## config.mk

```make
export PLATFORM = sky130hd
export DESIGN_NAME = olpda_div
export DESIGN_NICKNAME = d
export VERILOG_FILES = /design/src/sv/online_lp_dual_price_allocator_defines.svh /design/src/sv/olpda_pkg.sv /design/src/sv/olpda_div.sv
export SDC_FILE = /design/constraint.sdc
export NUM_CORES = 1
export LEC_CHECK = 0
export CAP_MARGIN = 15
export CORE_UTILIZATION = 31
export CTS_CLUSTER_DIAMETER = 40
export DETAILED_ROUTE_END_ITERATION = 10
export DONT_BUFFER_PORTS = 1
export GPL_TIMING_DRIVEN = 0
export SLEW_MARGIN = 20
export SYNTH_ARGS = -nofsm -noshare
export SYNTH_HDL_FRONTEND = slang
export SYNTH_SLANG_ARGS = --single-unit
```

## constraint.sdc

```tcl
create_clock -name clk -period 11.3 [get_ports clk]
set_input_delay 1.13 -clock clk [delete_from_list [all_inputs] [get_ports clk]]
set_output_delay 1.13 -clock clk [all_outputs]
set_load 0.02 [all_outputs]
```

## src/sv/online_lp_dual_price_allocator_defines.svh

```systemverilog
// Assertion macros for the allocator; clk and rst are taken from the using module.
`ifndef ONLINE_LP_DUAL_PRICE_ALLOCATOR_DEFINES_SVH
`define ONLINE_LP_DUAL_PRICE_ALLOCATOR_DEFINES_SVH

// Same-cycle implication
`define OLPDA_ASSERT_NOW(label, ante, cons, msg) \
  label: assert property (@(posedge clk) disable iff (rst) (ante) |-> (cons)) \
    else $error(msg);

// Next-cycle implication
`define OLPDA_ASSERT_NEXT(label, ante, cons, msg) \
  label: assert property (@(posedge clk) disable iff (rst) (ante) |=> (cons)) \
    else $error(msg);

`endif

```

## src/sv/olpda_pkg.sv

```systemverilog
// ----------------------------------------------------------------------------
// olpda_pkg
// Shared types, widths and constants of the dual price allocator.
// ----------------------------------------------------------------------------
package olpda_pkg;

  localparam int ROW_W   = 10;
  localparam int COEF_W  = 18;
  localparam int VAL_W   = 32;
  localparam int ID_W    = 20;
  localparam int UNITS_W = 16;
  localparam int STEP_W  = 24;
  localparam int PASS_W  = 8;
  localparam int PRICE_W = 32;
  localparam int STAMP_W = 32;
  localparam int SHARE_W = 32;
  localparam int INV_W   = 48;
  localparam int CFG_IDX_W  = 2;
  localparam int CFG_DATA_W = 24;
  localparam int DIV_NUM_W  = 32;
  localparam int DIV_DEN_W  = 48;

  localparam logic [CFG_IDX_W-1:0] CFG_STEP     = 2'd0;
  localparam logic [CFG_IDX_W-1:0] CFG_PASS     = 2'd1;
  localparam logic [CFG_IDX_W-1:0] CFG_FEASIBLE = 2'd2;
  localparam logic [CFG_IDX_W-1:0] CFG_MAX      = 2'd3;

  localparam logic OP_LOAD  = 1'b0;
  localparam logic OP_ENTRY = 1'b1;

  localparam logic [STEP_W-1:0]  STEP_RESET = 24'd16384;
  localparam logic [PASS_W-1:0]  PASS_RESET = 8'd1;
  localparam logic [UNITS_W-1:0] MAX_RESET  = 16'd1;
  localparam logic [UNITS_W-1:0] BINARY_CAP = 16'd1;

  typedef enum logic [4:0] {
    S_CLEAR, S_IDLE, S_E1, S_E2, S_E3, S_E4, S_E5, S_DECIDE, S_DIV, S_END,
    S_SEL, S_APPLY, S_W_RD, S_W_BUF, S_W_MEM, S_W_WR, S_EMIT
  } state_t;

  typedef enum logic [1:0] {PASS_PRICE, PASS_CHECK, PASS_CHARGE} pass_t;

  typedef struct packed {
    logic                 start;
    logic [DIV_NUM_W-1:0] num;
    logic [DIV_DEN_W-1:0] den;
  } div_req_t;

  typedef struct packed {
    logic                 done;
    logic [DIV_NUM_W-1:0] quo;
  } div_rsp_t;

  function automatic logic signed [INV_W-1:0] sat48(input logic signed [INV_W:0] v);
    logic signed [INV_W-1:0] r;
    if (v[INV_W] != v[INV_W-1]) begin
      r = v[INV_W] ? {1'b1, {(INV_W-1){1'b0}}} : {1'b0, {(INV_W-1){1'b1}}};
    end else begin
      r = v[INV_W-1:0];
    end
    return r;
  endfunction

endpackage

```

## src/sv/olpda_div.sv

```systemverilog
// ----------------------------------------------------------------------------
// olpda_div
// Restoring unsigned divider, one quotient bit per cycle.
// ----------------------------------------------------------------------------
module olpda_div import olpda_pkg::*; (
  input  logic     clk,
  input  logic     rst,
  input  div_req_t req,
  output div_rsp_t rsp
);
  localparam int CNT_W = $clog2(DIV_NUM_W + 1);

  logic [DIV_DEN_W-1:0] rem;
  logic [DIV_DEN_W-1:0] den;
  logic [DIV_NUM_W-1:0] qs;
  logic [CNT_W-1:0]     cnt;
  logic                 running;
  logic                 done;
  logic [DIV_DEN_W:0]   trial;

  assign trial = {rem, qs[DIV_NUM_W-1]};

  always_ff @(posedge clk) begin
    if (rst) begin
      running <= 1'b0;
      done    <= 1'b0;
      cnt     <= '0;
    end else begin
      done <= 1'b0;
      if (req.start) begin
        running <= 1'b1;
        cnt     <= '0;
        rem     <= '0;
        qs      <= req.num;
        den     <= req.den;
      end else if (running) begin
        if (trial >= {1'b0, den}) begin
          rem <= DIV_DEN_W'(trial - {1'b0, den});
          qs  <= {qs[DIV_NUM_W-2:0], 1'b1};
        end else begin
          rem <= trial[DIV_DEN_W-1:0];
          qs  <= {qs[DIV_NUM_W-2:0], 1'b0};
        end
        cnt <= cnt + 1'b1;
        if (cnt == CNT_W'(DIV_NUM_W - 1)) begin
          running <= 1'b0;
          done    <= 1'b1;
        end
      end
    end
  end

  assign rsp.done = done;
  assign rsp.quo  = qs;
endmodule

```

==> results_dict.tcl <==
set metrics [dict create \
    status "finished with violations" \
    violations "DRC" \
    area_growth_pct 13.7 \
    synth_edf_count 128 \
    hold_viol 0 \
    synth-seq-cells 136 \
    final_layout_size_suffix_gt1_share_pct 12.4 \
    synth_nets 894 \
    pwr-share-clk_pct 34.4 \
    coreArea_um2 26100 \
    synth-seq-area-share_pct 48.3 \
    p_switching_w 0.000503 \
    slew-limit-headroom_pct 49.1 \
    grt_pass1_vias 5889 \
    vias_per_cell 5.07 \
    clock_path_buffers 2 \
    final_nets 918 \
    drcViolationCount 13 \
    seqPwrFrac_pct 40.0 \
    ir_worst_vdd_mv 0.0858 \
    power.internal_w 0.00109 \
    avgRoutedWirePerCell_um 17.0 \
    critPathMaxFanout 5 \
    final.setup.tns_ns 0 \
    die-area_um2 27400 \
    cts_hold_buffers 0 \
    setup_viol 0 \
    avgSynthCellArea_um2 10.9 \
    clkSinkCount 136 \
    p_comb_share_pct 25.6 \
    dp_hpwl_um 14200 \
    switching_share_pct 31.7 \
    drtIter0Drc 318 \
    period_share_pct 33.4 \
    start_util_pct 31.7 \
    die_h_um 165 \
    track_usage_pct 14.8 \
    clock_latency_ns 0.43 \
    path_class "flip-flop to flip-flop" \
    port_buffers 0 \
    fmax_mhz 265 \
    slew_viol_final 0 \
    hold_path.class "flip-flop to flip-flop" \
    clk_pin_slew_ns 0.06 \
    rsz0062_at_grt "false" \
    rows 59 \
    antenna_found_initial 0 \
    vias 5741 \
    leakage_nw 3.76 \
    overflow 0 \
    routed_wl_um 19300 \
    die_x_um 165 \
    antenna_cells 0 \
    synth_cell_type_count 57 \
    syn_area_um2 8280 \
    clock-skew-final_ns 0.0112 \
    startpoint_type "flip-flop" \
    cts-htree-levels 4 \
    end_kind "flip-flop" \
    tightest_slew_ns 0.763 \
    synthCells 761 \
    post-cts-setup-buffers 0 \
    cts_resized 0 \
    synth_top_flop_cell "edfxtp_1" \
    ys_warn_count 0 \
    cts_inserted_buffers 17 \
    crit_required_ns 11.47 \
    maxCapViolCount 0 \
    ant_nets 0 \
    cp.arrival_ns 3.94 \
    cts_tree "done" \
    synthArstFlopShare_pct 0 \
    gp_congestion 0.871 \
    clockRootBuffer "clkbuf_16" \
    p_per_area_nw_per_um2 169 \
    finalCriticalPeriod_ns 3.77 \
    grt_start_max_net_pins 27 \
    grt_pass1_wl_um 31000 \
    holdWs_ns 0.487 \
    dr.pass1.iters 8 \
    io-pin-count 116 \
]
-- stage by stage --
| step | instance area [µm²] | std cells | total power, W | util (%) | setup WS [ns] |
|---|---|---|---|---|---|
| 3_3_place_gp | 8700 | 1096 | 0.00104 | 33.3 | 3.91 |
| 5_1_grt | 9420 | 1133 | 0.00167 | 36.0 | 7.20 |
| 4_1_cts | 9420 | 1133 | 0.00161 | 36.0 | 7.49 |
| 6_report | 9420 | 1133 | 0.00159 | 36.0 | 7.53 |
| 2_1_floorplan | 8280 | 761 | 0.000960 | - | 5.94 |
| 3_5_place_dp | 8850 | 1101 | 0.00105 | 33.9 | 7.54 |
-- critical path: stages (launching register included) --
cell and delay, ns:
edfxtp_1 0.52, inv_1 0.08, ha_1 0.23, fa_1 0.42
nor2b_1 0.16, o21ai_0 0.09, nand3_1 0.22, a21oi_1 0.15
o21ai_0 0.30, nor3b_1 0.51, o21ai_0 0.29, o21ai_0 0.39
o211ai_1 0.15
-- registers in the layout (all words and copies together) (netlist names) --
signal	cells
den	48
rem	48
qs	32
cnt	6
done	1
running	1
-- layout by cell type (no fill, tap or decap), types with 27 or more instances in the layout --
cell,instances
edfxtp_1,128
nor2_1,80
inv_1,55
a21oi_1,50
ha_1,49
nand2_1,44
mux2i_1,36
mux2_2,32
a21o_1,29
o21ai_0,29
xnor2_1,27
-- per-layer routing --
layer | global-route usage, % | share of wire, % | wire length, µm | vias up
li1 | - | - | - | 2842
met1 | 19.2 | 47 | 9080 | 2744
met2 | 23.3 | 45 | 8650 | 143
met3 | 5.22 | 6.9 | 1330 | 12
met4 | 4.05 | 0.97 | 186 | 0
met5 | 0 | 0 | 0 | -
-- cell usage after synthesis, types with 6 or more instances --
| cell | count | area share (%) |
|---|---|---|
| clkbuf_1 | 20 | 0.91 |
| xor2_1 | 17 | 1.8 |
| nor3_1 | 7 | 0.42 |
| mux2_2 | 32 | 4.3 |
| a21oi_1 | 50 | 3.0 |
| xnor2_1 | 27 | 2.9 |
| or3_1 | 6 | 0.45 |
| buf_2 | 6 | 0.36 |
| o21bai_1 | 7 | 0.63 |
| o21ai_0 | 29 | 1.8 |
| inv_1 | 55 | 2.5 |
| a21o_1 | 29 | 2.6 |
| ha_1 | 49 | 7.4 |
| dfxtp_1 | 8 | 1.9 |
| and3_1 | 6 | 0.45 |
| nor2_1 | 81 | 3.7 |
| nand4_1 | 19 | 1.4 |
| a211oi_2 | 7 | 1.1 |
| nand2_1 | 44 | 2.0 |
| mux2i_1 | 36 | 4.3 |
| nand3_1 | 9 | 0.54 |
| o21a_1 | 6 | 0.54 |
| nor2b_1 | 8 | 0.60 |
| edfxtp_1 | 128 | 46 |
| a31oi_1 | 6 | 0.45 |
-- final timing paths --
path | startpoint | end | slack, ns | depth (start not counted)
setup / recovery | qs[31] | rem[46] | 7.53 | 12
hold reg to reg | cnt[5] | done | 0.49 | 1
hold / removal | cnt[5] | done | 0.49 | 1
setup reg to reg | qs[31] | rem[46] | 7.53 | 12
-- kinds of logic after synthesis --
group,share of synthesized area (%)
AND/OR/NAND/NOR,11.5
adder cells (fa/ha/maj),7.64
XOR/XNOR,4.65
buffers and inverters,4.71
AO/OA/AOI/OAI,14.5
flip-flops,48.3
multiplexers,8.70
-- cell type report --
type | instances | area, µm²
Clock buffer | 18 | 429
Fill cell | 2688 | 16700
Sequential cell | 136 | 4000
Multi-Input combinational cell | 534 | 3910
Buffer | 36 | 184
Timing Repair Buffer | 5 | 130
Tap cell | 335 | 419
Inverter | 55 | 206
Clock inverter | 14 | 139
-- power by group through the flow --
stage / clock (W) / combinational, W / sequential (W)
3_3_place_gp: 0 / 0.000394 / 0.000649
6_report: 0.000547 / 0.000406 / 0.000636
3_5_place_dp: 0 / 0.000405 / 0.000645
5_1_grt: 0.000581 / 0.000453 / 0.000640
2_1_floorplan: 0 / 0.000320 / 0.000641
4_1_cts: 0.000563 / 0.000407 / 0.000636
No activity file was read; power rests on OpenSTA's default activity.
